$ cat src/apcs_pkg.sv
// ----------------------------------------------------------------------------
// apcs_pkg
// Types, the glyph table and the helper functions of the contextual shaper.
// ----------------------------------------------------------------------------
package apcs_pkg;

    localparam logic [7:0] CodeSpace = 8'd32;
    localparam logic [7:0] CodeOffset = 8'd32;
    localparam int MaxWords = 6;

    // The forms of one glyph, as a selector into a glyph-table row.
    typedef enum logic [1:0] {
        FORM_ISOLATED = 2'd0,
        FORM_INITIAL  = 2'd1,
        FORM_MEDIAL   = 2'd2,
        FORM_FINAL    = 2'd3
    } form_t;

    // One shaped character: its UTF-8 bytes, the first byte in slot 0.
    typedef struct packed {
        logic            hit;
        logic [1:0]      len;
        logic [2:0][7:0] bytes;
    } shaped_t;

    // One queue entry: every output word that one input word causes.
    typedef struct packed {
        logic [2:0]               count;
        logic [MaxWords-1:0][7:0] bytes;
        logic [MaxWords-1:0]      lasts;
        logic                     done;
    } apcs_entry_t;

    function automatic logic [7:0] decode_pair(input logic [7:0] lead, input logic [7:0] trail);
        logic [7:0] t;
        logic [7:0] c;
        logic       gsel;
        t    = lead + CodeOffset;
        c    = trail + CodeOffset;
        gsel = (t == 8'd218) || (t == 8'd250);
        if (c == 8'd207)
        begin
            if (gsel)
            begin
                c = 8'd144;
            end
        end
        else if (c == 8'd166)
        begin
            c = gsel ? 8'd141 : 8'd228;
        end
        if ((c == 8'd172) && ((t == 8'd248) || (t == CodeSpace)))
        begin
            c = 8'd44;
        end
        return c;
    endfunction

    // Characters after which the next one starts a new joined run.
    function automatic logic in_set1(input logic [7:0] c);
        unique case (c)
            8'd32, 8'd0, 8'd199, 8'd194, 8'd207, 8'd208, 8'd209, 8'd210, 8'd184,
            8'd168, 8'd191, 8'd40, 8'd41, 8'd46, 8'd33, 8'd44, 8'd58, 8'd248: return 1'b1;
            default: return 1'b0;
        endcase
    endfunction

    // Characters before which the current one ends its joined run.
    function automatic logic in_set2(input logic [7:0] c);
        unique case (c)
            8'd32, 8'd0, 8'd191, 8'd40, 8'd41, 8'd46, 8'd33, 8'd44, 8'd58,
            8'd248: return 1'b1;
            default: return 1'b0;
        endcase
    endfunction

    // Glyph table. The result packs the isolated, initial, medial and final
    // forms from the top down; bit 64 is set when the code is in the table.
    // Teh marbuta decodes to code 201, which has a row, so it matches.
    function automatic logic [64:0] glyph_row(input logic [7:0] code);
        unique case (code)
            8'd193: return {1'b1, 16'hFE80, 16'hFE80, 16'hFE80, 16'hFE80};
            8'd194: return {1'b1, 16'hFE81, 16'hFE81, 16'hFE82, 16'hFE82};
            8'd195: return {1'b1, 16'hFE83, 16'hFE83, 16'hFE84, 16'hFE84};
            8'd196: return {1'b1, 16'hFE85, 16'hFE85, 16'hFE86, 16'hFE86};
            8'd197: return {1'b1, 16'hFE87, 16'hFE87, 16'hFE88, 16'hFE88};
            8'd198: return {1'b1, 16'hFE89, 16'hFE8B, 16'hFE8C, 16'hFE8A};
            8'd199: return {1'b1, 16'hFE8D, 16'hFE8D, 16'hFE8E, 16'hFE8E};
            8'd200: return {1'b1, 16'hFE8F, 16'hFE91, 16'hFE92, 16'hFE90};
            8'd202: return {1'b1, 16'hFE95, 16'hFE97, 16'hFE98, 16'hFE96};
            8'd203: return {1'b1, 16'hFE99, 16'hFE9B, 16'hFE9C, 16'hFE9A};
            8'd204: return {1'b1, 16'hFE9D, 16'hFE9F, 16'hFEA0, 16'hFE9E};
            8'd205: return {1'b1, 16'hFEA1, 16'hFEA3, 16'hFEA4, 16'hFEA2};
            8'd206: return {1'b1, 16'hFEA5, 16'hFEA7, 16'hFEA8, 16'hFEA6};
            8'd207: return {1'b1, 16'hFEA9, 16'hFEA9, 16'hFEAA, 16'hFEAA};
            8'd208: return {1'b1, 16'hFEAB, 16'hFEAB, 16'hFEAC, 16'hFEAC};
            8'd209: return {1'b1, 16'hFEAD, 16'hFEAD, 16'hFEAE, 16'hFEAE};
            8'd210: return {1'b1, 16'hFEAF, 16'hFEAF, 16'hFEB0, 16'hFEB0};
            8'd184: return {1'b1, 16'hFB8A, 16'hFB8A, 16'hFB8B, 16'hFB8B};
            8'd211: return {1'b1, 16'hFEB1, 16'hFEB3, 16'hFEB4, 16'hFEB2};
            8'd212: return {1'b1, 16'hFEB5, 16'hFEB7, 16'hFEB8, 16'hFEB6};
            8'd213: return {1'b1, 16'hFEB9, 16'hFEBB, 16'hFEBC, 16'hFEBA};
            8'd214: return {1'b1, 16'hFEBD, 16'hFEBF, 16'hFEC0, 16'hFEBE};
            8'd215: return {1'b1, 16'hFEC1, 16'hFEC3, 16'hFEC4, 16'hFEC2};
            8'd216: return {1'b1, 16'hFEC5, 16'hFEC7, 16'hFEC8, 16'hFEC6};
            8'd217: return {1'b1, 16'hFEC9, 16'hFECB, 16'hFECC, 16'hFECA};
            8'd218: return {1'b1, 16'hFECD, 16'hFECF, 16'hFED0, 16'hFECE};
            8'd160: return {1'b1, 16'h0640, 16'h0640, 16'h0640, 16'h0640};
            8'd161: return {1'b1, 16'hFED1, 16'hFED3, 16'hFED4, 16'hFED2};
            8'd162: return {1'b1, 16'hFED5, 16'hFED7, 16'hFED8, 16'hFED6};
            8'd163: return {1'b1, 16'hFED9, 16'hFEDB, 16'hFEDC, 16'hFEDA};
            8'd164: return {1'b1, 16'hFEDD, 16'hFEDF, 16'hFEE0, 16'hFEDE};
            8'd165: return {1'b1, 16'hFEE1, 16'hFEE3, 16'hFEE4, 16'hFEE2};
            8'd228: return {1'b1, 16'hFEE5, 16'hFEE7, 16'hFEE8, 16'hFEE6};
            8'd167: return {1'b1, 16'hFEE9, 16'hFEEB, 16'hFEEC, 16'hFEEA};
            8'd168: return {1'b1, 16'hFEED, 16'hFEED, 16'hFEEE, 16'hFEEE};
            8'd169: return {1'b1, 16'hFEEF, 16'hFEEF, 16'hFEF0, 16'hFEF0};
            8'd170: return {1'b1, 16'hFEF1, 16'hFEF3, 16'hFEF4, 16'hFEF2};
            8'd172: return {1'b1, 16'hFBFC, 16'hFBFE, 16'hFBFF, 16'hFBFD};
            8'd141: return {1'b1, 16'hFB7A, 16'hFB7C, 16'hFB7D, 16'hFB7B};
            8'd222: return {1'b1, 16'hFB56, 16'hFB58, 16'hFB59, 16'hFB57};
            8'd144: return {1'b1, 16'hFB92, 16'hFB94, 16'hFB95, 16'hFB93};
            8'd201: return {1'b1, 16'hFB8E, 16'hFB90, 16'hFB91, 16'hFB8F};
            8'd32:  return {1'b1, 16'h0020, 16'h0020, 16'h0020, 16'h0020};
            8'd44:  return {1'b1, 16'h060C, 16'h060C, 16'h060C, 16'h060C};
            8'd20:  return {1'b1, 16'h200C, 16'h200C, 16'h200C, 16'h200C};
            8'd58:  return {1'b1, 16'h003A, 16'h003A, 16'h003A, 16'h003A};
            8'd187: return {1'b1, 16'h061B, 16'h061B, 16'h061B, 16'h061B};
            8'd46:  return {1'b1, 16'h002E, 16'h002E, 16'h002E, 16'h002E};
            8'd191: return {1'b1, 16'h061F, 16'h061F, 16'h061F, 16'h061F};
            8'd48:  return {1'b1, 16'h06F0, 16'h06F0, 16'h06F0, 16'h06F0};
            8'd49:  return {1'b1, 16'h06F1, 16'h06F1, 16'h06F1, 16'h06F1};
            8'd50:  return {1'b1, 16'h06F2, 16'h06F2, 16'h06F2, 16'h06F2};
            8'd51:  return {1'b1, 16'h06F3, 16'h06F3, 16'h06F3, 16'h06F3};
            8'd52:  return {1'b1, 16'h06F4, 16'h06F4, 16'h06F4, 16'h06F4};
            8'd53:  return {1'b1, 16'h06F5, 16'h06F5, 16'h06F5, 16'h06F5};
            8'd54:  return {1'b1, 16'h06F6, 16'h06F6, 16'h06F6, 16'h06F6};
            8'd55:  return {1'b1, 16'h06F7, 16'h06F7, 16'h06F7, 16'h06F7};
            8'd56:  return {1'b1, 16'h06F8, 16'h06F8, 16'h06F8, 16'h06F8};
            8'd57:  return {1'b1, 16'h06F9, 16'h06F9, 16'h06F9, 16'h06F9};
            8'd41:  return {1'b1, 16'h0028, 16'h0028, 16'h0028, 16'h0028};
            8'd40:  return {1'b1, 16'h0029, 16'h0029, 16'h0029, 16'h0029};
            default: return {1'b0, 64'd0};
        endcase
    endfunction

    // Shapes one character and encodes the chosen form as UTF-8. A code that
    // is not in the table comes back as one raw byte with hit cleared.
    function automatic shaped_t shape(input logic [7:0] prev, input logic [7:0] code,
                                      input logic [7:0] next);
        logic [64:0] row;
        form_t       form;
        logic [15:0] cp;
        shaped_t     s;
        row  = glyph_row(code);
        form = in_set1(prev) ? (in_set2(next) ? FORM_ISOLATED : FORM_INITIAL)
                             : (in_set2(next) ? FORM_FINAL : FORM_MEDIAL);
        unique case (form)
            FORM_ISOLATED: cp = row[63:48];
            FORM_INITIAL:  cp = row[47:32];
            FORM_MEDIAL:   cp = row[31:16];
            FORM_FINAL:    cp = row[15:0];
            default:       cp = row[63:48];
        endcase
        s.hit   = row[64];
        s.bytes = '0;
        if (!row[64])
        begin
            s.len      = 2'd1;
            s.bytes[0] = code;
        end
        else if (cp < 16'h0080)
        begin
            s.len      = 2'd1;
            s.bytes[0] = cp[7:0];
        end
        else if (cp < 16'h0800)
        begin
            s.len      = 2'd2;
            s.bytes[0] = {3'b110, cp[10:6]};
            s.bytes[1] = {2'b10, cp[5:0]};
        end
        else
        begin
            s.len      = 2'd3;
            s.bytes[0] = {4'b1110, cp[15:12]};
            s.bytes[1] = {2'b10, cp[11:6]};
            s.bytes[2] = {2'b10, cp[5:0]};
        end
        return s;
    endfunction

endpackage

$ cat src/apcs_fifo.sv
// ----------------------------------------------------------------------------
// apcs_fifo
// Two-entry queue between the shaping front and the serialising back.
// ----------------------------------------------------------------------------
module apcs_fifo
    import apcs_pkg::*;
(
    input  logic        clk,
    input  logic        rst_n,
    input  logic        push,
    input  apcs_entry_t push_entry,
    input  logic        pop,
    output logic        full,
    output logic        head_valid,
    output apcs_entry_t head_entry
);

    apcs_entry_t slot_reg [2];
    logic        wr_ptr_reg, wr_ptr_next;
    logic        rd_ptr_reg, rd_ptr_next;
    logic [1:0]  count_reg, count_next;

    always_comb
    begin
        full        = (count_reg == 2'd2);
        head_valid  = (count_reg != 2'd0);
        head_entry  = slot_reg[rd_ptr_reg];
        wr_ptr_next = push ? !wr_ptr_reg : wr_ptr_reg;
        rd_ptr_next = pop ? !rd_ptr_reg : rd_ptr_reg;
        count_next  = count_reg + 2'(push) - 2'(pop);
    end

    always_ff @(posedge clk)
    begin
        if (push)
        begin
            slot_reg[wr_ptr_reg] <= push_entry;
        end
    end

    always_ff @(posedge clk or negedge rst_n)
    begin
        if (!rst_n)
        begin
            wr_ptr_reg <= 1'b0;
            rd_ptr_reg <= 1'b0;
            count_reg  <= '0;
        end
        else
        begin
            wr_ptr_reg <= wr_ptr_next;
            rd_ptr_reg <= rd_ptr_next;
            count_reg  <= count_next;
        end
    end

endmodule

$ cat config.mk
export PLATFORM = sky130hd
export DESIGN_NAME = apcs_fifo
export DESIGN_NICKNAME = d
export VERILOG_FILES = /design/src/apcs_pkg.sv /design/src/apcs_fifo.sv
export SDC_FILE = /design/constraint.sdc
export NUM_CORES = 1
export LEC_CHECK = 0
export ABC_AREA = 1
export BUFFER_PORTS_ARGS = -buffer_cell sky130_fd_sc_hd__clkbuf_2
export CORE_MARGIN = 1.5
export CORE_UTILIZATION = 40
export CTS_CLUSTER_DIAMETER = 100
export DETAILED_ROUTE_END_ITERATION = 12
export PLACE_DENSITY = 0.68
export SETUP_SLACK_MARGIN = 0.02
export SLEW_MARGIN = 20
export SYNTH_ARGS = -nofsm -noshare
export SYNTH_HDL_FRONTEND = slang
export SYNTH_SLANG_ARGS = --single-unit
$ cat constraint.sdc
create_clock -name clk -period 9.83 [get_ports clk]
set_input_delay 1.966 -clock clk [delete_from_list [all_inputs] [get_ports clk]]
set_output_delay 1.966 -clock clk [all_outputs]
set_load 0.02 [all_outputs]
After elaboration in Yosys (flattened, before gate mapping). Memory sizes are Yosys's and may differ from the RTL's. Cells that the tools add are included. Widths: inputs -> output; s select.

Div/mod/pow operators: 0. Shift-type cells: 0. Multiplexer cells: 2. Reduce and logical (&&, ||, !) cells: 3. Multiply operators: 0. Equality and inequality tests: 1. Magnitude comparators: 0. Bitwise operators: 0. Add/subtract/negate cells: 2.

Operators by type and width (number): $add 2x1->2 (1); $eq 2x2->1 const B (1); $logic_not 1->1 (2); $mux 1 (2); $reduce_bool 2->1 (1); $sub 2x1->2 (1).

Output and inout bits: 60. Memory bits (read-only): 0. Logic and storage cells: 12. Latch bits: 0. Input port bits: 62. RAM bits: 116. Memories: 1. Register bits: 4.

Memory list: slot_reg (depth 2, width 58, rd ports 1, clocked after memory_dff 0, write ports 1, RTL line apcs_fifo.sv:18) `apcs_entry_t slot_reg [2];`.

Longest topological paths before layout. Gate-level depths: netlist of the first run.

Word-level depth: 2. Mapped depth: 7.

Worst setup path after synthesis of the first run. Ideal clock, no wire load.

Kind: in2reg. Start point: input push. End point: memory slot_reg[0][0] (netlist bit), enable pin. Buffers on the path: 0. Arrival: 4.440 ns. Slack: 4.915 ns. Stages on the path: 2. Setup time: 0.475 ns. Data required time: 9.355 ns. Cells stage by stage: inv_1 nor2_1.

Cells in the longest elaborated chain, start to end: 2.

RTL lines: start, declared (RTL line apcs_fifo.sv:10) `input logic push,`; $mux 1 (RTL line apcs_fifo.sv:35) `if (push)`; $mux 1 (not written as such) (RTL line apcs_fifo.sv:37) `slot_reg[wr_ptr_reg] <= push_entry;`; end, declared (RTL line apcs_fifo.sv:18).

No other way between the ends.

==> impl_metrics.toml, run 1 <==
[logic_synthesis]
synth_fp_nets = 392
seq_area_frac_synth_pct = 75.71
ys_ff_latch = 120
synth_top_area_cell = "edfxtp_1"
synth_cells = 328
synth_area_um2 = 4733
synthTopCellsByArea = "edfxtp_1 74%, o21ai_2 5.6%, inv_1 5.2%"
yosys.area.top_type_share_pct = 73.59
yosys_warnings = 0
avgSynthCellArea_um2 = 14.43
post_synth_num_cell_types = 17

[setup_path]
cp_max_fo = 80
path_buf_inv = 2
crit_path_start_kind = "flip-flop"
r2r_cells = 2
max_stage_delay_ns = 0.63
worstPathArrival_ns = 2.19
endpoint_kind = "primary output"
crit_family = "buffers and inverters"
reg2reg_from = "wr_ptr_reg"
regToRegSetupSlack_ns = 7.86
required_ns = 7.86
path_cells = "buf_6 > nand2_1 > o21ai_0 > clkbuf_2"
crit_type = "flip-flop to primary output"
reg2reg_to = "slot_reg[0][33]"
slowest_stage = "dfrtp_4"

[cts]
post_cts_buffers = 0
cts_tree = "built"
cts_hold_buf = 0
cts_buffers = 17
h-tree-depth = 4
clk_pin_slew_ns = 0.05
cts_resized = 0
clk_latency_ns = 0.41
clock_sinks = 120
cts_buffer_depth = 2
cts-root-buf = "clkbuf_16"

[drt]
wl_met3_um = 610
remaining_drc_errors = 0
met1_length_mm = 3.293
wl_mm = 7.932
met2WireLength_mm = 3.842
avgRoutedWirePerCell_um = 12.96
routed_via_density = 4.413
num_vias = 2701
drtIter0Drc = 88
ant_nets = 0
dr.pass1.iters = 4
routed.top_layer = "met5"

[hold_path]
holdPathEnd = "wr_ptr_reg"
whs_path_depth = 1
hold_path_class = "flip-flop to flip-flop"
min_from = "wr_ptr_reg"

[timing]
setup_viol = 0
skew_ns = 0.007184
rsz0062_at_grt = "no"
fin_crit_sh_pct = 42.30
max_freq_mhz = 240.5
period_needed_ns = 4.158
hold_viol = 0
relSlewSlack_pct = 45.95
worst_pin_slew_ns = 0.8107
finalSetupTns_ns = 0
drv_slew = 0

[finish]
layout-drive-gt1-share_pct = 44.14
final_nets = 522
largest_reg_flops = 116
finish.utilization_pct = 51.71
antenna_cells = 0
area_growth_pct = 25.27
fill_cells = 999

[placement]
gp_congestion = 0.6772
portBuffers = 121
hpwlAfterDp_mm = 5.245

[pwr]
p_per_area_nw_per_um2 = 312.8
power.leakage_nw = 2.551
power_mw = 1.855
peakVddDrop_v = 0.0001623

[floorplan]
die_y_um = 111.8
die_x_um = 111.8
initial_utilization_pct = 41.28
dieArea_um2 = 12490
core_area_um2 = 11470
ios = 122
placementRows = 39

[global_route]
grt_pass1_wl_mm = 12.92
antenna_found_initial = 1
first_global_vias = 2642
track_usage_pct = 13.86
gr-total-overflow = 0
grt_max_degree = 81

[run_status]
status = "completed"

[run]
cap_viol_max_count = 0
-- cell usage after synthesis, drive strengths merged --
cell and n:
buf 12, clkbuf 1, dfrtp 4, edfxtp 116
ha 2, inv 65, nand2 65, nand3 1
nor2 2, o21ai 58, xor2 2
-- through the flow --
stage	setup WS (ns)	std cells	hold WS, ns	cell area [µm²]
2_1_floorplan	4.915	328	0.4634	4733
3_3_place_gp	5.877	582	0.5295	5423
3_5_place_dp	5.824	582	0.5337	5423
4_1_cts	5.387	612	0.5443	5926
5_1_grt	5.441	612	0.5664	5929
6_report	5.672	612	0.5438	5929
-- layer usage --
metal  up-vias  global-route usage [%]
met5         -                       0
li1       1367                       -
met4         2                   7.089
met2        87                   21.59
met1      1230                   16.00
met3        15                   6.587
-- cells by family (layout without fill, tap and decap cells) --
family	Yosys count	after routing	synth area share (%)
xor+xnor	2	2	0.3701
buf+inv	78	219	7.877
simple gates	68	68	7.005
compound gates	58	58	8.512
fa+ha+maj	2	2	0.5286
flops	120	120	75.71
-- final cells by class --
class                           count  area, µm²  share of cell area, %
Inverter                           65      244.0                  4.115
Clock buffer                       23      447.9                  7.554
Multi-Input combinational cell    130      784.5                  13.23
Clock inverter                      7      55.05                 0.9285
Sequential cell                   120       3587                  60.50
Tap cell                          143      178.9                  3.018
Timing Repair Buffer              124      631.9                  10.66
-- worst register-to-register path, stage by stage, from the launching register on --
cell and delay, ns:
dfrtp_1 0.42, nor2_4 0.62, buf_4 0.56
-- where the power goes --
part | switching (mW) | internal (mW) | leakage (nW) | total, mW
registers | 0.0468 | 0.683 | 1.13 | 0.730
logic | 0.415 | 0.178 | 1.17 | 0.593
clock network | 0.194 | 0.338 | 0.245 | 0.532
total | 0.655 | 1.20 | 2.55 | 1.85
-- layout by cell type (no fill, tap or decap), drive strengths merged --
cell type,synthesis,layout
dfrtp,4,4
nand3,1,1
edfxtp,116,116
inv,65,65
nor2,2,2
clkinv,0,6
ha,2,2
bufinv,0,1
o21ai,58,58
buf,12,3
xor2,2,2
clkbuf,1,144
nand2,65,65
-- worst max-delay path by stage --
stage	start	endpoint	cells after the start
6_report	rd_ptr_reg	head_entry[16]	4
5_1_grt	rd_ptr_reg	head_entry[1]	4
4_1_cts	rd_ptr_reg	head_entry[1]	3
3_5_place_dp	rd_ptr_reg	head_entry[1]	3
3_3_place_gp	rd_ptr_reg	head_entry[1]	3
2_1_floorplan	push	slot_reg[0][0]	2
Power figures use the tool's default switching activity.
==> run 2, diff against run 1 <==
--- a/config.mk
+++ b/config.mk
@@ -11,7 +11,7 @@
 export CORE_UTILIZATION = 40
 export CTS_CLUSTER_DIAMETER = 100
 export DETAILED_ROUTE_END_ITERATION = 12
-export PLACE_DENSITY = 0.68
+export PLACE_DENSITY = 0.71
 export SETUP_SLACK_MARGIN = 0.02
 export SLEW_MARGIN = 20
 export SYNTH_ARGS = -nofsm -noshare
==> constraint.sdc (replaced) <==
create_clock -name clk -period 3.77 [get_ports clk]
set_input_delay 0.754 -clock clk [delete_from_list [all_inputs] [get_ports clk]]
set_output_delay 0.754 -clock clk [all_outputs]
set_load 0.02 [all_outputs]
==> impl_metrics.toml, run 2 (synthesis results as in run 1) <==
[floorplan]
dieArea_um2 = 12490
die_x_um = 111.8
core_area_um2 = 11470
die_y_um = 111.8
initial_utilization_pct = 41.28
ios = 122
placementRows = 39

[cts]
cts_buffers = 17
cts_resized = 0
clk_pin_slew_ns = 0.05
clk_latency_ns = 0.40
cts_buffer_depth = 2
cts-root-buf = "clkbuf_16"
cts_tree = "built"
h-tree-depth = 4
post_cts_buffers = 0
cts_hold_buf = 0
clock_sinks = 120

[hold_path]
hold_path_class = "primary input to asynchronous set/reset pin"

[finish]
multiInputGateArea_um2 = 784.5
largest_reg_flops = 116
seq_area_um2 = 3587
area_growth_pct = 26.75
final_common_cell = "clkbuf_2"
fin_area_um2 = 6000
final_nets = 523
fill_cells = 995
layout_common_cells = "121 x clkbuf_2, 116 x edfxtp_1, 64 x inv_1"
antenna_cells = 0
layout-drive-gt1-share_pct = 45.44

[global_route]
gr-total-overflow = 0
grt_pass1_wl_mm = 12.74
track_usage_pct = 13.52
first_global_vias = 2719
antenna_found_initial = 0
grt_max_degree = 68

[placement]
hpwlAfterDp_mm = 5.365
detailed_place.area_um2 = 5455
gp_congestion = 0.7166
portBuffers = 121

[timing]
worst_pin_slew_ns = 0.8187
relSlewSlack_pct = 45.29
drv_slew = 0
fin_crit_sh_pct = 73.46
setup_viol = 0
finalSetupTns_ns = 0
rsz0062_at_grt = "no"
max_freq_mhz = 361.1
hold_viol = 0
skew_ns = 0.005733
period_needed_ns = 2.769

[setup_path]
max_stage_delay_ns = 0.86
crit_path_start_kind = "flip-flop"
reg2reg_from = "wr_ptr_reg"
worstPathArrival_ns = 2.02
reg2reg_to = "slot_reg[1][54]"
regToRegSetupSlack_ns = 2.01
slowest_stage = "dfrtp_4"
endpoint_kind = "primary output"
cp_max_fo = 67
required_ns = 3.02
r2r_cells = 3
crit_type = "flip-flop to primary output"
path_cells = "buf_12 > nand2_1 > o21ai_0 > clkbuf_2"

[drt]
dr.pass1.iters = 4
remaining_drc_errors = 0
avgRoutedWirePerCell_um = 13.08
ant_nets = 0
drtIter0Drc = 96
num_vias = 2760
wl_mm = 8.031
routed_via_density = 4.495

[pwr]
peakVddDrop_v = 0.0003941
power.leakage_nw = 2.582
p_per_area_nw_per_um2 = 826.6

[run_status]
status = "completed"

[run]
cap_viol_max_count = 0
run 2: cell count changes in the layout (fill, tap and decap cells not counted), sizes merged:
cell | before | now
clkinv | 6 | 7
clkinvlp | 0 | 2
bufinv | 1 | 2
buf | 3 | 4
clkbuf | 144 | 141
run 2: critical path, delay by kind of cell (launching register included):
| family | cells | cell delay [ns] |
|---|---|---|
| DFF | 1 | 0.86 |
| buffers and inverters | 2 | 0.57 |
| AOI/OAI and AO/OA | 1 | 0.08 |
| and+or+nand+nor | 1 | 0.07 |
run 2: worst max-delay path by stage:
stage	cells after the start	startpoint	to	slack, ns
finish	4	rd_ptr_reg	head_entry[0]	1.00
CTS	4	rd_ptr_reg	head_entry[51]	0.94
global placement	4	rd_ptr_reg	head_entry[0]	1.39
global route	4	rd_ptr_reg	head_entry[51]	0.85
detailed placement	4	rd_ptr_reg	head_entry[0]	1.38
floorplan	2	push	slot_reg[0][0]	0.07
run 2: area by class of cell:
| cell class | instances | share of cell area (%) |
|---|---|---|
| sequential | 120 | 59.79 |
| multi-input combinational | 130 | 13.08 |
| timing repair buffer | 125 | 11.01 |
| clock buffer | 20 | 7.278 |
| inverter | 65 | 4.067 |
| tap | 143 | 2.982 |
| clock inverter | 11 | 1.794 |
run 2: through the flow:
stage	setup WS [ns]	cells	hold WS [ns]	total power, mW	util (%)
final	1.001	614	0.1515	4.959	52.32
after global routing	0.8516	614	0.1395	5.232	52.32
after CTS	0.9387	614	0.1278	5.041	52.32
after detailed placement	1.376	583	0.5374	3.542	47.57
after global placement	1.388	583	0.5297	3.499	47.57
after floorplan	0.06676	328	0.4584	3.106	-
run 2: where the power goes:
group,internal [mW],switching [mW],total (mW),leakage (nW)
registers,1.78,0.180,1.96,1.13
logic,0.486,1.03,1.52,1.18
clock network,0.955,0.527,1.48,0.264
run 2: routing by layer:
metal | share of wire (%) | global-route usage (%)
met3 | 6.9 | 5.444
met4 | 1.0 | 6.076
met5 | 0 | 0
met2 | 52 | 23.21
met1 | 40 | 14.72
