### config.mk
export PLATFORM = sky130hd
export DESIGN_NAME = apcs_back
export DESIGN_NICKNAME = d
export VERILOG_FILES = /design/src/apcs_pkg.sv /design/src/apcs_back.sv
export SDC_FILE = /design/constraint.sdc
export NUM_CORES = 1
export LEC_CHECK = 0
export BUFFER_PORTS_ARGS = -buffer_cell sky130_fd_sc_hd__buf_2
export CORE_UTILIZATION = 40
export DETAILED_ROUTE_END_ITERATION = 10
export PLACE_DENSITY_LB_ADDON = 0.3
export SLEW_MARGIN = 20
export SYNTH_ARGS = -nofsm -noshare
export SYNTH_HDL_FRONTEND = slang
export SYNTH_SLANG_ARGS = --single-unit
export TNS_END_PERCENT = 20
### constraint.sdc
create_clock -name clk -period 2 [get_ports clk]
set_clock_uncertainty 0.05 [all_clocks]
set_input_delay 0.2 -clock clk [delete_from_list [all_inputs] [get_ports clk]]
set_output_delay 0.2 -clock clk [all_outputs]
set_load 0.01 [all_outputs]
### src/apcs_pkg.sv
// ----------------------------------------------------------------------------
// apcs_pkg
// Types, the glyph table and the helper functions of the contextual shaper.
// ----------------------------------------------------------------------------
package apcs_pkg;

    localparam logic [7:0] CodeSpace = 8'd32;
    localparam logic [7:0] CodeOffset = 8'd32;
    localparam int MaxWords = 6;

    // The forms of one glyph, as a selector into a glyph-table row.
    typedef enum logic [1:0] {
        FORM_ISOLATED = 2'd0,
        FORM_INITIAL  = 2'd1,
        FORM_MEDIAL   = 2'd2,
        FORM_FINAL    = 2'd3
    } form_t;

    // One shaped character: its UTF-8 bytes, the first byte in slot 0.
    typedef struct packed {
        logic            hit;
        logic [1:0]      len;
        logic [2:0][7:0] bytes;
    } shaped_t;

    // One queue entry: every output word that one input word causes.
    typedef struct packed {
        logic [2:0]               count;
        logic [MaxWords-1:0][7:0] bytes;
        logic [MaxWords-1:0]      lasts;
        logic                     done;
    } apcs_entry_t;

    function automatic logic [7:0] decode_pair(input logic [7:0] lead, input logic [7:0] trail);
        logic [7:0] t;
        logic [7:0] c;
        logic       gsel;
        t    = lead + CodeOffset;
        c    = trail + CodeOffset;
        gsel = (t == 8'd218) || (t == 8'd250);
        if (c == 8'd207)
        begin
            if (gsel)
            begin
                c = 8'd144;
            end
        end
        else if (c == 8'd166)
        begin
            c = gsel ? 8'd141 : 8'd228;
        end
        if ((c == 8'd172) && ((t == 8'd248) || (t == CodeSpace)))
        begin
            c = 8'd44;
        end
        return c;
    endfunction

    // Characters after which the next one starts a new joined run.
    function automatic logic in_set1(input logic [7:0] c);
        unique case (c)
            8'd32, 8'd0, 8'd199, 8'd194, 8'd207, 8'd208, 8'd209, 8'd210, 8'd184,
            8'd168, 8'd191, 8'd40, 8'd41, 8'd46, 8'd33, 8'd44, 8'd58, 8'd248: return 1'b1;
            default: return 1'b0;
        endcase
    endfunction

    // Characters before which the current one ends its joined run.
    function automatic logic in_set2(input logic [7:0] c);
        unique case (c)
            8'd32, 8'd0, 8'd191, 8'd40, 8'd41, 8'd46, 8'd33, 8'd44, 8'd58,
            8'd248: return 1'b1;
            default: return 1'b0;
        endcase
    endfunction

    // Glyph table. The result packs the isolated, initial, medial and final
    // forms from the top down; bit 64 is set when the code is in the table.
    // Teh marbuta decodes to code 201, which has a row, so it matches.
    function automatic logic [64:0] glyph_row(input logic [7:0] code);
        unique case (code)
            8'd193: return {1'b1, 16'hFE80, 16'hFE80, 16'hFE80, 16'hFE80};
            8'd194: return {1'b1, 16'hFE81, 16'hFE81, 16'hFE82, 16'hFE82};
            8'd195: return {1'b1, 16'hFE83, 16'hFE83, 16'hFE84, 16'hFE84};
            8'd196: return {1'b1, 16'hFE85, 16'hFE85, 16'hFE86, 16'hFE86};
            8'd197: return {1'b1, 16'hFE87, 16'hFE87, 16'hFE88, 16'hFE88};
            8'd198: return {1'b1, 16'hFE89, 16'hFE8B, 16'hFE8C, 16'hFE8A};
            8'd199: return {1'b1, 16'hFE8D, 16'hFE8D, 16'hFE8E, 16'hFE8E};
            8'd200: return {1'b1, 16'hFE8F, 16'hFE91, 16'hFE92, 16'hFE90};
            8'd202: return {1'b1, 16'hFE95, 16'hFE97, 16'hFE98, 16'hFE96};
            8'd203: return {1'b1, 16'hFE99, 16'hFE9B, 16'hFE9C, 16'hFE9A};
            8'd204: return {1'b1, 16'hFE9D, 16'hFE9F, 16'hFEA0, 16'hFE9E};
            8'd205: return {1'b1, 16'hFEA1, 16'hFEA3, 16'hFEA4, 16'hFEA2};
            8'd206: return {1'b1, 16'hFEA5, 16'hFEA7, 16'hFEA8, 16'hFEA6};
            8'd207: return {1'b1, 16'hFEA9, 16'hFEA9, 16'hFEAA, 16'hFEAA};
            8'd208: return {1'b1, 16'hFEAB, 16'hFEAB, 16'hFEAC, 16'hFEAC};
            8'd209: return {1'b1, 16'hFEAD, 16'hFEAD, 16'hFEAE, 16'hFEAE};
            8'd210: return {1'b1, 16'hFEAF, 16'hFEAF, 16'hFEB0, 16'hFEB0};
            8'd184: return {1'b1, 16'hFB8A, 16'hFB8A, 16'hFB8B, 16'hFB8B};
            8'd211: return {1'b1, 16'hFEB1, 16'hFEB3, 16'hFEB4, 16'hFEB2};
            8'd212: return {1'b1, 16'hFEB5, 16'hFEB7, 16'hFEB8, 16'hFEB6};
            8'd213: return {1'b1, 16'hFEB9, 16'hFEBB, 16'hFEBC, 16'hFEBA};
            8'd214: return {1'b1, 16'hFEBD, 16'hFEBF, 16'hFEC0, 16'hFEBE};
            8'd215: return {1'b1, 16'hFEC1, 16'hFEC3, 16'hFEC4, 16'hFEC2};
            8'd216: return {1'b1, 16'hFEC5, 16'hFEC7, 16'hFEC8, 16'hFEC6};
            8'd217: return {1'b1, 16'hFEC9, 16'hFECB, 16'hFECC, 16'hFECA};
            8'd218: return {1'b1, 16'hFECD, 16'hFECF, 16'hFED0, 16'hFECE};
            8'd160: return {1'b1, 16'h0640, 16'h0640, 16'h0640, 16'h0640};
            8'd161: return {1'b1, 16'hFED1, 16'hFED3, 16'hFED4, 16'hFED2};
            8'd162: return {1'b1, 16'hFED5, 16'hFED7, 16'hFED8, 16'hFED6};
            8'd163: return {1'b1, 16'hFED9, 16'hFEDB, 16'hFEDC, 16'hFEDA};
            8'd164: return {1'b1, 16'hFEDD, 16'hFEDF, 16'hFEE0, 16'hFEDE};
            8'd165: return {1'b1, 16'hFEE1, 16'hFEE3, 16'hFEE4, 16'hFEE2};
            8'd228: return {1'b1, 16'hFEE5, 16'hFEE7, 16'hFEE8, 16'hFEE6};
            8'd167: return {1'b1, 16'hFEE9, 16'hFEEB, 16'hFEEC, 16'hFEEA};
            8'd168: return {1'b1, 16'hFEED, 16'hFEED, 16'hFEEE, 16'hFEEE};
            8'd169: return {1'b1, 16'hFEEF, 16'hFEEF, 16'hFEF0, 16'hFEF0};
            8'd170: return {1'b1, 16'hFEF1, 16'hFEF3, 16'hFEF4, 16'hFEF2};
            8'd172: return {1'b1, 16'hFBFC, 16'hFBFE, 16'hFBFF, 16'hFBFD};
            8'd141: return {1'b1, 16'hFB7A, 16'hFB7C, 16'hFB7D, 16'hFB7B};
            8'd222: return {1'b1, 16'hFB56, 16'hFB58, 16'hFB59, 16'hFB57};
            8'd144: return {1'b1, 16'hFB92, 16'hFB94, 16'hFB95, 16'hFB93};
            8'd201: return {1'b1, 16'hFB8E, 16'hFB90, 16'hFB91, 16'hFB8F};
            8'd32:  return {1'b1, 16'h0020, 16'h0020, 16'h0020, 16'h0020};
            8'd44:  return {1'b1, 16'h060C, 16'h060C, 16'h060C, 16'h060C};
            8'd20:  return {1'b1, 16'h200C, 16'h200C, 16'h200C, 16'h200C};
            8'd58:  return {1'b1, 16'h003A, 16'h003A, 16'h003A, 16'h003A};
            8'd187: return {1'b1, 16'h061B, 16'h061B, 16'h061B, 16'h061B};
            8'd46:  return {1'b1, 16'h002E, 16'h002E, 16'h002E, 16'h002E};
            8'd191: return {1'b1, 16'h061F, 16'h061F, 16'h061F, 16'h061F};
            8'd48:  return {1'b1, 16'h06F0, 16'h06F0, 16'h06F0, 16'h06F0};
            8'd49:  return {1'b1, 16'h06F1, 16'h06F1, 16'h06F1, 16'h06F1};
            8'd50:  return {1'b1, 16'h06F2, 16'h06F2, 16'h06F2, 16'h06F2};
            8'd51:  return {1'b1, 16'h06F3, 16'h06F3, 16'h06F3, 16'h06F3};
            8'd52:  return {1'b1, 16'h06F4, 16'h06F4, 16'h06F4, 16'h06F4};
            8'd53:  return {1'b1, 16'h06F5, 16'h06F5, 16'h06F5, 16'h06F5};
            8'd54:  return {1'b1, 16'h06F6, 16'h06F6, 16'h06F6, 16'h06F6};
            8'd55:  return {1'b1, 16'h06F7, 16'h06F7, 16'h06F7, 16'h06F7};
            8'd56:  return {1'b1, 16'h06F8, 16'h06F8, 16'h06F8, 16'h06F8};
            8'd57:  return {1'b1, 16'h06F9, 16'h06F9, 16'h06F9, 16'h06F9};
            8'd41:  return {1'b1, 16'h0028, 16'h0028, 16'h0028, 16'h0028};
            8'd40:  return {1'b1, 16'h0029, 16'h0029, 16'h0029, 16'h0029};
            default: return {1'b0, 64'd0};
        endcase
    endfunction

    // Shapes one character and encodes the chosen form as UTF-8. A code that
    // is not in the table comes back as one raw byte with hit cleared.
    function automatic shaped_t shape(input logic [7:0] prev, input logic [7:0] code,
                                      input logic [7:0] next);
        logic [64:0] row;
        form_t       form;
        logic [15:0] cp;
        shaped_t     s;
        row  = glyph_row(code);
        form = in_set1(prev) ? (in_set2(next) ? FORM_ISOLATED : FORM_INITIAL)
                             : (in_set2(next) ? FORM_FINAL : FORM_MEDIAL);
        unique case (form)
            FORM_ISOLATED: cp = row[63:48];
            FORM_INITIAL:  cp = row[47:32];
            FORM_MEDIAL:   cp = row[31:16];
            FORM_FINAL:    cp = row[15:0];
            default:       cp = row[63:48];
        endcase
        s.hit   = row[64];
        s.bytes = '0;
        if (!row[64])
        begin
            s.len      = 2'd1;
            s.bytes[0] = code;
        end
        else if (cp < 16'h0080)
        begin
            s.len      = 2'd1;
            s.bytes[0] = cp[7:0];
        end
        else if (cp < 16'h0800)
        begin
            s.len      = 2'd2;
            s.bytes[0] = {3'b110, cp[10:6]};
            s.bytes[1] = {2'b10, cp[5:0]};
        end
        else
        begin
            s.len      = 2'd3;
            s.bytes[0] = {4'b1110, cp[15:12]};
            s.bytes[1] = {2'b10, cp[11:6]};
            s.bytes[2] = {2'b10, cp[5:0]};
        end
        return s;
    endfunction

endpackage

### src/apcs_back.sv
// ----------------------------------------------------------------------------
// apcs_back
// Sends the head entry's words from a register, one a cycle unless stalled.
// ----------------------------------------------------------------------------
module apcs_back
    import apcs_pkg::*;
(
    input  logic        clk,
    input  logic        rst_n,
    input  logic        head_valid,
    input  apcs_entry_t head_entry,
    output logic        pop,
    input  logic        out_stall,
    output logic        out_valid,
    output logic [7:0]  glyph_byte,
    output logic        char_last,
    output logic        text_done
);

    logic       out_valid_reg, out_valid_next;
    logic [7:0] glyph_byte_reg;
    logic       char_last_reg;
    logic       text_done_reg;
    logic [2:0] idx_reg, idx_next;
    logic       load;
    logic       at_end;

    always_comb
    begin
        load           = head_valid && (!out_valid_reg || !out_stall);
        at_end         = (idx_reg == head_entry.count - 3'd1);
        pop            = load && at_end;
        idx_next       = load ? (at_end ? 3'd0 : idx_reg + 3'd1) : idx_reg;
        out_valid_next = load || (out_valid_reg && out_stall);
    end

    always_ff @(posedge clk)
    begin
        if (load)
        begin
            glyph_byte_reg <= head_entry.bytes[idx_reg];
            char_last_reg  <= head_entry.lasts[idx_reg];
            text_done_reg  <= head_entry.done && at_end;
        end
    end

    always_ff @(posedge clk or negedge rst_n)
    begin
        if (!rst_n)
        begin
            out_valid_reg <= 1'b0;
            idx_reg       <= '0;
        end
        else
        begin
            out_valid_reg <= out_valid_next;
            idx_reg       <= idx_next;
        end
    end

    assign out_valid  = out_valid_reg;
    assign glyph_byte = glyph_byte_reg;
    assign char_last  = char_last_reg;
    assign text_done  = text_done_reg;

endmodule

# ---- Word level (Yosys, flattened, before mapping)
# Index checks and enable logic that the tools add are counted.
# W data, S select, Z words.
dict set report op_classes {
  addsub 2
  magnitude_cmp 1
  n_eq_ne 1
  muxes 5
  reduce_logical 8
}
# operator n
set ops {}
lappend ops {{$bmux W8 S3} 1}
lappend ops {{$mux W8} 1}
lappend ops {{$logic_and A1 B1 Y1} 4}
lappend ops {{$lt A3 B4 Y1 const B} 1}
lappend ops {{$add A3 B1 Y3 const B} 1}
lappend ops {{$bmux W1 S3} 1}
lappend ops {{$eq A3 B3 Y1} 1}
lappend ops {{$mux W3} 1}
lappend ops {{$sub A3 B1 Y3 const B} 1}
lappend ops {{$logic_not A1 Y1} 2}
lappend ops {{$logic_or A1 B1 Y1} 2}
lappend ops {{$mux W1} 1}
dict set report word_totals {
  reg_bits 14
  in_bits 62
  out_inout_bits 12
  word_cells 22
}

# ---- Logic depth before layout (Yosys ltp)
# Gate-level depths: netlist of the first run.
dict set report depth {
  ltp_word 4
  depth_mapped 5
}

# ---- Worst setup path after synthesis of the first run
# OpenSTA, ideal clock, no wires.
dict set report synth_timing {
  path_type {register -> register}
  startpoint {register out_valid_reg, in the netlist out_valid}
  endpoint {register idx_reg[2]}
  setup_time_ps 137
  arrival_ps 1412
  t_required_ps 1813
  path_slack_ps 401
  stages_incl_launch_ff 4
  path_cell_list {dfrtp_1 -> a21boi_2 -> nor4b_4 -> nor3_1}
}
dict set report synth_via {
  elab_chain_cells 3
}
# element line
set synth_lines {}
lappend synth_lines {{start: declaration} apcs_back.sv:20} ;# logic out_valid_reg, out_valid_next;
lappend synth_lines {{start signal: assignment} apcs_back.sv:56} ;# out_valid_reg <= out_valid_next;
lappend synth_lines {{$logic_not A1 Y1} apcs_back.sv:30} ;# load = head_valid && (!out_valid_reg || !out_stall);
lappend synth_lines {{$logic_or A1 B1 Y1} apcs_back.sv:30}
lappend synth_lines {{$logic_and A1 B1 Y1} apcs_back.sv:30}
lappend synth_lines {{via load} apcs_back.sv:25} ;# logic load;
lappend synth_lines {{end signal: assignment} apcs_back.sv:57} ;# idx_reg <= idx_next;
lappend synth_lines {{end: declaration} apcs_back.sv:24} ;# logic [2:0] idx_reg, idx_next;
# The timed path passes the listed nets, and every way through them passes these cells.
# A chain may end at the register's enable or synchronous reset.

# ---- Worst setup path in the final report of the first run
dict set report layout_timing {
  startpoint {register idx_reg[2]}
  endpoint {output pop}
}
dict set report layout_via {
  elab_chain_cells 2
}
# element line
set layout_lines {}
lappend layout_lines {{$eq A3 B3 Y1} apcs_back.sv:31} ;# at_end = (idx_reg == head_entry.count - 3'd1);
lappend layout_lines {{$logic_and A1 B1 Y1} apcs_back.sv:32} ;# pop = load && at_end;
lappend layout_lines {{end: declaration} apcs_back.sv:12} ;# output logic pop,
# No other way between the ends.

==> impl_metrics.tcl, run 1 <==
set metrics [dict create \
    drt-total-wl_mm 2.29 \
    setup_violations 0 \
    portBuffers 73 \
    crit_chain "xor3_2 -> nor4b_4 -> buf_2" \
    switching_share_pct 35.7 \
    dpl_cell_area_um2 1400 \
    root_buffer "clkbuf_4" \
    p_sw_mw 0.517 \
    largest_reg_flops 8 \
    max_freq_ghz 0.540 \
    status "completed" \
    nets 218 \
    layout_common_cells "73 x buf_2, 12 x inv_1, 11 x mux2i_1, 10 x edfxtp_1" \
    ys_warn_count 0 \
    gp_congestion 0.840 \
    syn_nets 140 \
    netlist_area_um2 998 \
    critical_path.startpoint_type "flop" \
    syn2layout_area_growth_pct 44.0 \
    max_slew_margin_pct 73.3 \
    dpl.hpwl_mm 1.93 \
    htreeDepth 1 \
    synth_top_area_share_pct 30.1 \
    yosysTopAreaCell "edfxtp_1" \
    start_util_pct 43.9 \
    grt_max_degree 15 \
    cp_max_fo 3 \
    drive_gt1_share_pct 60.8 \
    power_frac_comb_pct 55.1 \
    avgViaCountPerCell 5.18 \
    fp.dieW_um 52.0 \
    nFillCells 195 \
    synth_seq_area_share_pct 40.1 \
    synth_area_leaders "edfxtp_1 30%, mux4_2 20%, mux2i_1 11%" \
    ys_ff_latch 14 \
    grt_pass1_vias 862 \
    overflow 0 \
    synth_cells 76 \
    layout_commonest_cell "buf_2" \
    drt_iter0_drc 23 \
    n_antenna_cell 0 \
    endpoint_kind "output port" \
    vdd_drop_max_uv 642 \
    leakage_nw 0.713 \
    yosysUniqueCellTypes 22 \
    crit_arrival_ps 1600 \
    rsz0062_at_grt "false" \
    cts_tree "built" \
    cpPeakStageDelay_ps 490 \
    finalMaxSlewViolations 0 \
    gr-usage-all-layers_pct 18.0 \
    crit_slowest_cell "xor3_2" \
    finalCritPeriodShare_pct 92.6 \
    syn_area_per_cell_um2 13.1 \
    vias 937 \
    post_cts_buffers 0 \
    drtAntennaViolNets 0 \
    antenna_found_initial 0 \
    die_h_um 52.0 \
    final_core_util_pct 63.2 \
    rows 17 \
    numCtsBuffers 3 \
    clock_sinks 14 \
    p_int_mw 0.933 \
    holdWs_ps 60.2 \
    clockBufferDepth 2 \
    required_ps 1750 \
    finalHoldViolCount 0 \
    drt_first_pass_iters 4 \
    min-delay-path-class "in -> reg" \
    dieArea_um2 2700 \
    fin_setup_tns_ps 0 \
    maxCapViolCount 0 \
    worst_slew_pin_slew_ps 397 \
    drc 0 \
    multi_input_area_um2 524 \
    core-area_um2 2280 \
    powerDensity_nw_per_um2 1010 \
    critical_path_class "reg -> out" \
    final_area_um2 1440 \
    grt_pass1_wl_mm 3.48 \
    pwr-share-seq_pct 33.9 \
    clock_power_share_pct 11.0 \
    wl_per_cell_um 12.7 \
    clk_pin_slew_ps 80 \
    finalCriticalPeriod_ps 1850 \
    io_pins 74 \
    dp.cells 176 \
    clock_latency_ps 280 \
    regArea_um2 402 \
    instances_no_fill 181 \
]
[power by group through the flow]
stage                     sequential, mW  combinational [mW]  clock [mW]
final                              0.491               0.800       0.159
after global routing               0.503               0.872       0.179
after CTS                          0.492               0.803       0.162
after detailed placement           0.498               0.798           0
after global placement             0.492               0.781           0
after floorplan                    0.496               0.595           0
[layout make-up]
type | instances | area share (%)
Clock buffer | 3 | 1.57
Clock inverter | 1 | 0.261
Inverter | 12 | 3.13
Multi-Input combinational cell | 45 | 36.5
Sequential cell | 14 | 27.9
Tap cell | 28 | 2.44
Timing Repair Buffer | 78 | 28.2
[critical path, delay by kind of cell, from the launching register on]
family                    cells  cell delay (ps)
DFF                           1              370
and+or+nand+nor               1              280
xor gates and xnor gates      1              490
buffers and inverters         1              180
[cells by family (layout without fill, tap and decap cells)]
group                    Yosys count  after routing  synth area share, %
multiplexers                      20             20                 31.3
AO/OA/AOI/OAI                     13             13                 8.90
flip-flops                        14             14                 40.1
XOR/XNOR                           3              3                 4.26
buffers and inverters             17             94                 7.39
AND/OR/NAND/NOR                    7              7                 5.51
adder cells (fa/ha/maj)            2              2                 2.51
[path summary, 6_finish.rpt]
check / from / to / slack [ps] / depth (start not counted)
max in group asynchronous: rst_n / idx_reg[1] / 1570 / 2
worst max register to register: idx_reg[0] / char_last / 380 / 4
worst min register to register: out_valid / out_valid / 470 / 1
min in group asynchronous: rst_n / idx_reg[2] / 200 / 2
worst min-delay path: head_valid / out_valid / 60 / 2
worst max-delay path: idx_reg[2] / pop / 150 / 3
[cells in the mapped netlist (all sizes together)]
master	count
inv	12
mux2i	11
edfxtp	10
mux4	9
o22ai	9
buf	5
dfrtp	4
ha	2
nor2	2
nor4b	2
xnor2	2
a21boi	1
a21o	1
nand2	1
nand2b	1
nor3	1
o21ai	1
o311ai	1
xor3	1
[timing repair]
item / 4_1_cts / 5_1_grt
gates resized for setup: 0 / 1
endpoints found under the hold margin: 4 / 0
hold buffers: 1 / 0
endpoints found under the setup margin: 0 / 1
[metrics by stage]
step,setup slack (ps),power [mW]
5_1_grt,47.6,1.55
2_1_floorplan,401,1.09
3_3_place_gp,367,1.27
3_5_place_dp,311,1.30
6_report,148,1.45
4_1_cts,30.4,1.46
[per-layer routing]
metal  up-vias  wire [um]  track usage [%]
li1        445          -                -
met1       438        893             20.7
met2        50       1200             30.8
met3         4        148             2.05
met4         0         49             12.6
met5         -          0                0
No activity file was read; power rests on OpenSTA's default activity.
==> run 2, diff against run 1 <==
CELL_PAD_IN_SITES_DETAIL_PLACEMENT = 0   (was unset)
CELL_PAD_IN_SITES_GLOBAL_PLACEMENT = 1   (was unset)
CORE_UTILIZATION = 29   (was 40)
SETUP_SLACK_MARGIN = 0.4   (was unset)
==> run 2 against run 1 <==
Combinational power is 18% higher. Via count is 1.1% lower. Critical path depth is 1 higher. Non-clock buffer count is 6 higher. Final area is 7.7% higher. Clock-buffer cell count is 1 higher. Sequential power is 6.5% lower. Die area is 36% higher. Final cell count is 12% higher. Sequential cell count stayed put. Global-route usage is 3.2 points lower. Clock power is 25% higher. Critical path type unchanged.
==> impl_metrics.tcl, run 2 (synthesis gave the netlist of run 1 again) <==
set metrics [dict create \
    worst_slew_pin_slew_ps 393 \
    cp_max_fo 6 \
    dp_slack_ps 318 \
    r2r_cells 4 \
    grt_pass1_wl_mm 3.98 \
    crit_slowest_cell "dfrtp_1" \
    cp_num_buf_inv 2 \
    finalCritPeriodShare_pct 84.0 \
    leakage_nw 0.758 \
    finalHoldViolCount 0 \
    start_util_pct 31.7 \
    nFillCells 327 \
    root_buffer "clkbuf_4" \
    cpPeakStageDelay_ps 410 \
    cts_tree "built" \
    overflow 0 \
    layout_commonest_cell "buf_2" \
    rsz0062_at_grt "true" \
    maxCapViolCount 0 \
    crit_family "flip-flops" \
    grt_pass1_vias 905 \
    drtAntennaViolNets 0 \
    drt_iter0_drc 9 \
    drive_gt1_share_pct 63.5 \
    nets 224 \
    fin_setup_tns_ps 0 \
    powerDensity_nw_per_um2 1040 \
    numCtsBuffers 3 \
    required_ps 1750 \
    clk_pin_slew_ps 90 \
    min-delay-path-class "in -> reg" \
    fp.dieW_um 60.7 \
    syn2layout_area_growth_pct 55.0 \
    vias 927 \
    max_freq_ghz 0.595 \
    gp_congestion 0.778 \
    dpl.hpwl_mm 2.19 \
    max_slew_margin_pct 73.6 \
    crit_chain "buf_12 -> xnor2_4 -> nor4b_4 -> buf_2" \
    clockBufferDepth 2 \
    finalMaxSlewViolations 0 \
    hold_path_depth 2 \
    setup_violations 0 \
    largest_reg_flops 8 \
    drt-total-wl_mm 2.59 \
    avgViaCountPerCell 4.57 \
    clock_sinks 14 \
    layout_common_cells "72 x buf_2, 12 x inv_1, 11 x mux2i_1, 10 x edfxtp_1, 10 x buf_4" \
    dieArea_um2 3680 \
    drc 0 \
    die_h_um 60.7 \
    finalCriticalPeriod_ps 1680 \
    critical_path.startpoint_type "flop" \
    core-area_um2 3150 \
    crit_arrival_ps 1430 \
    clock_latency_ps 280 \
    vdd_drop_max_uv 399 \
    grt_max_degree 15 \
    drt_first_pass_iters 4 \
    endpoint_kind "output port" \
    cp.depth 4 \
    n_antenna_cell 0 \
    status "completed" \
    fin_ws_ps 320 \
    io_pins 74 \
    wl_per_cell_um 12.8 \
    portBuffers 73 \
    gr-usage-all-layers_pct 14.8 \
    htreeDepth 1 \
    rows 20 \
    antenna_found_initial 0 \
    critical_path_class "reg -> out" \
]
run 2: cell types whose count changed in the layout (fill, tap and decap cells not counted), sizes merged:
cell and change:
clkbuf +1, clkinv -1, buf +6
run 2: timing repair:
action	4_1_cts	5_1_grt
gates resized for setup	5	2
pin swaps	2	2
setup buffers	2	3
hold endpoints to repair	4	0
hold buffers	1	0
endpoints found under the setup margin	1	8
run 2: stage by stage:
stage | total power [mW] | instances | util [%] | hold slack [ps] | instance area (um2)
2_1_floorplan | 1.09 | 76 | - | -146 | 998
3_3_place_gp | 1.30 | 193 | 45.3 | -39.9 | 1430
3_5_place_dp | 1.33 | 193 | 45.3 | -37.8 | 1430
4_1_cts | 1.57 | 200 | 48.1 | 60.9 | 1520
5_1_grt | 1.73 | 203 | 49.1 | 61.2 | 1550
6_report | 1.60 | 203 | 49.1 | 61.3 | 1550
run 2: area by class of cell:
| cell class | instances | area, um2 | area share, % |
|---|---|---|---|
| Timing Repair Buffer | 84 | 465 | 30.1 |
| Sequential cell | 14 | 400 | 25.9 |
| Tap cell | 44 | 55.1 | 3.56 |
| Clock buffer | 4 | 36.3 | 2.34 |
| Multi-Input combinational cell | 45 | 546 | 35.2 |
| Inverter | 12 | 45.0 | 2.91 |
run 2: report_power, final:
group / leakage [nW] / internal, mW / switching, mW
registers: 0.145 / 0.426 / 0.0328
clock network: 0.0210 / 0.111 / 0.0880
logic: 0.593 / 0.521 / 0.426
total: 0.758 / 1.06 / 0.547
run 2: worst paths after layout:
| path | start | end | slack [ps] |
|---|---|---|---|
| worst max-delay path | idx_reg[0] | pop | 320 |
| worst min-delay path | head_valid | out_valid | 60 |
| worst max register to register | idx_reg[0] | glyph_byte[0] | 370 |
| worst min register to register | out_valid | out_valid | 490 |
| max in group asynchronous | rst_n | idx_reg[0] | 1560 |
| min in group asynchronous | rst_n | idx_reg[1] | 220 |
run 2: layer usage:
metal | up-vias | share of wire, % | global-route usage, %
li1 | 461 | - | -
met1 | 428 | 41 | 19.3
met2 | 34 | 53 | 25.0
met3 | 4 | 5.3 | 1.49
met4 | 0 | 1.4 | 6.82
met5 | - | 0 | 0
==> run 3, diff against run 2 <==
CORE_UTILIZATION = 26   (was 29)
clock period = 1.4 ns   (was 2 ns; I/O delays follow)
==> run 3 against run 2 <==
Final cell count increased by 3.0%. Sequential power increased by 47%. Sequential share of layout area decreased by 1.1 points. Clock power increased by 65%. The run now ends with setup timing left. Critical endpoint unchanged. Register-to-register slack got worse by 520 ps. Utilization decreased by 5.0 points. Sequential cell count unchanged. Critical path type unchanged. Wire length increased by 0.66%.
==> impl_metrics.tcl, run 3 (synthesis gave the netlist of run 1 again) <==
set metrics [dict create \
    endpoint_kind "output port" \
    final_core_util_pct 44.1 \
    root_buffer "clkbuf_8" \
    drc 0 \
    critical_path_class "reg -> out" \
    finalCriticalPeriod_ps 1580 \
    hold_path_depth 2 \
    holdWs_ps 48.4 \
    vias 955 \
    p_sw_mw 0.843 \
    finalCritPeriodShare_pct 113 \
    dpl.hpwl_mm 2.21 \
    layout_common_cells "73 x buf_2, 11 x mux2i_1, 10 x edfxtp_1, 9 x mux4_2, 9 x o22ai_1" \
    holdPathEnd "out_valid" \
    pwr-share-seq_pct 27.5 \
    io_pins 74 \
    maxCapViolCount 0 \
    drt_first_pass_iters 4 \
    clock_latency_ps 240 \
    cts_tree "built" \
    rows 22 \
    core-area_um2 3660 \
    drtAntennaViolNets 0 \
    htreeDepth 1 \
    max_slew_margin_pct 78.3 \
    avgViaCountPerCell 4.57 \
    critical_path.startpoint_type "flop" \
    die_h_um 64.0 \
    switching_share_pct 34.2 \
    layout_commonest_cell "buf_2" \
    finalHoldViolCount 0 \
    start_util_pct 27.3 \
    drt_iter0_drc 20 \
    status "finished with violations" \
    fp.dieW_um 64.0 \
    gp_congestion 0.809 \
    violations "setup timing" \
    r2r_cells 4 \
    fin_ws_ps -181 \
    worst_slew_pin_slew_ps 325 \
    clock_power_share_pct 13.3 \
    p_int_mw 1.62 \
    clock_sinks 14 \
    min-delay-path-class "in -> reg" \
    grt_pass1_wl_mm 4.33 \
    antenna_found_initial 0 \
    wl_per_cell_um 12.5 \
    clk_pin_slew_ps 50 \
    largest_reg_flops 8 \
    worstSetupStartpoint "idx_reg[0]" \
    grt_max_degree 14 \
    r2r_setup_slack_ps -150 \
    cp_max_fo 12 \
    max_freq_ghz 0.633 \
    overflow 0 \
    clockBufferDepth 2 \
    rsz0062_at_grt "true" \
    finalPower_mw 2.46 \
    powerDensity_nw_per_um2 1520 \
    nets 226 \
    setup_violations 12 \
    n_antenna_cell 0 \
    dp_slack_ps -147 \
    finalMaxSlewViolations 0 \
    gr-usage-all-layers_pct 13.8 \
    drive_gt1_share_pct 68.9 \
    crit_arrival_ps 1390 \
    leakage_nw 0.783 \
    required_ps 1210 \
    drt-total-wl_mm 2.61 \
    rr_startpoint "idx_reg[0]" \
    hp-start "head_valid" \
    r2r-end "glyph_byte[0]" \
    numCtsBuffers 3 \
    power_frac_comb_pct 59.2 \
    vdd_drop_max_uv 507 \
    syn2layout_area_growth_pct 61.8 \
    dieArea_um2 4090 \
    grt_pass1_vias 967 \
    portBuffers 73 \
]
[run 3: changes by cell type in the layout (fill, tap and decap cells not counted), moves of 2 or more]
cell / previous run / this run
clkbuf_4: 3 / 0
inv_2: 0 / 8
clkbuf_8: 1 / 3
buf_4: 10 / 7
inv_1: 12 / 4
buf_6: 0 / 3
[run 3: worst max path at each step]
stage / end / slack, ps / depth (start not counted)
2_1_floorplan: char_last / -80 / 4
3_3_place_gp: glyph_byte[0] / -110 / 4
3_5_place_dp: idx_reg[2] / -150 / 5
4_1_cts: pop / -180 / 4
5_1_grt: pop / -250 / 4
6_report: pop / -180 / 4
[run 3: power groups by stage]
| stage | logic (mW) | registers, mW | clock network [mW] |
|---|---|---|---|
| after detailed placement | 1.35 | 0.678 | 0 |
| after CTS | 1.45 | 0.677 | 0.336 |
| after floorplan | 0.859 | 0.712 | 0 |
| after global routing | 1.60 | 0.685 | 0.351 |
| after global placement | 1.32 | 0.689 | 0 |
| final | 1.46 | 0.677 | 0.328 |
[run 3: metrics by stage]
| step | instance area [um2] | TNS (ps) | cells |
|---|---|---|---|
| after floorplan | 1010 | -739 | 76 |
| after global placement | 1500 | -1160 | 202 |
| after detailed placement | 1500 | -1410 | 202 |
| after CTS | 1620 | -1460 | 209 |
| after global routing | 1620 | -2230 | 209 |
| final | 1620 | -1470 | 209 |
[run 3: final cells by class]
type                            instances  area, um2
Multi-Input combinational cell         45        563
Timing Repair Buffer                   86        502
Clock inverter                          1       3.75
Inverter                               12       45.0
Fill cell                             344       2050
Sequential cell                        14        400
Clock buffer                            3       41.3
Tap cell                               48       60.1
[run 3: layer usage]
layer,track usage (%),part of all wire (%),vias up
met5,0,0,-
met1,16.8,42,449
met2,23.4,52,38
li1,-,-,466
met4,7.10,0.65,0
met3,2.14,5.4,2
[run 3: what timing repair did]
item / 4_1_cts / 5_1_grt
endpoints found under the hold margin: 4 / 0
buffers inserted: 2 / 0
resized for setup: 9 / 6
endpoints found under the setup margin: 25 / 25
pin swaps: 5 / 2
hold buffers: 1 / 0
[run 3: critical path: stages, from the launching register on]
cell and delay [ps]:
dfrtp_1 410, buf_12 170, xnor2_4 160, nor4b_4 230, buf_2 170
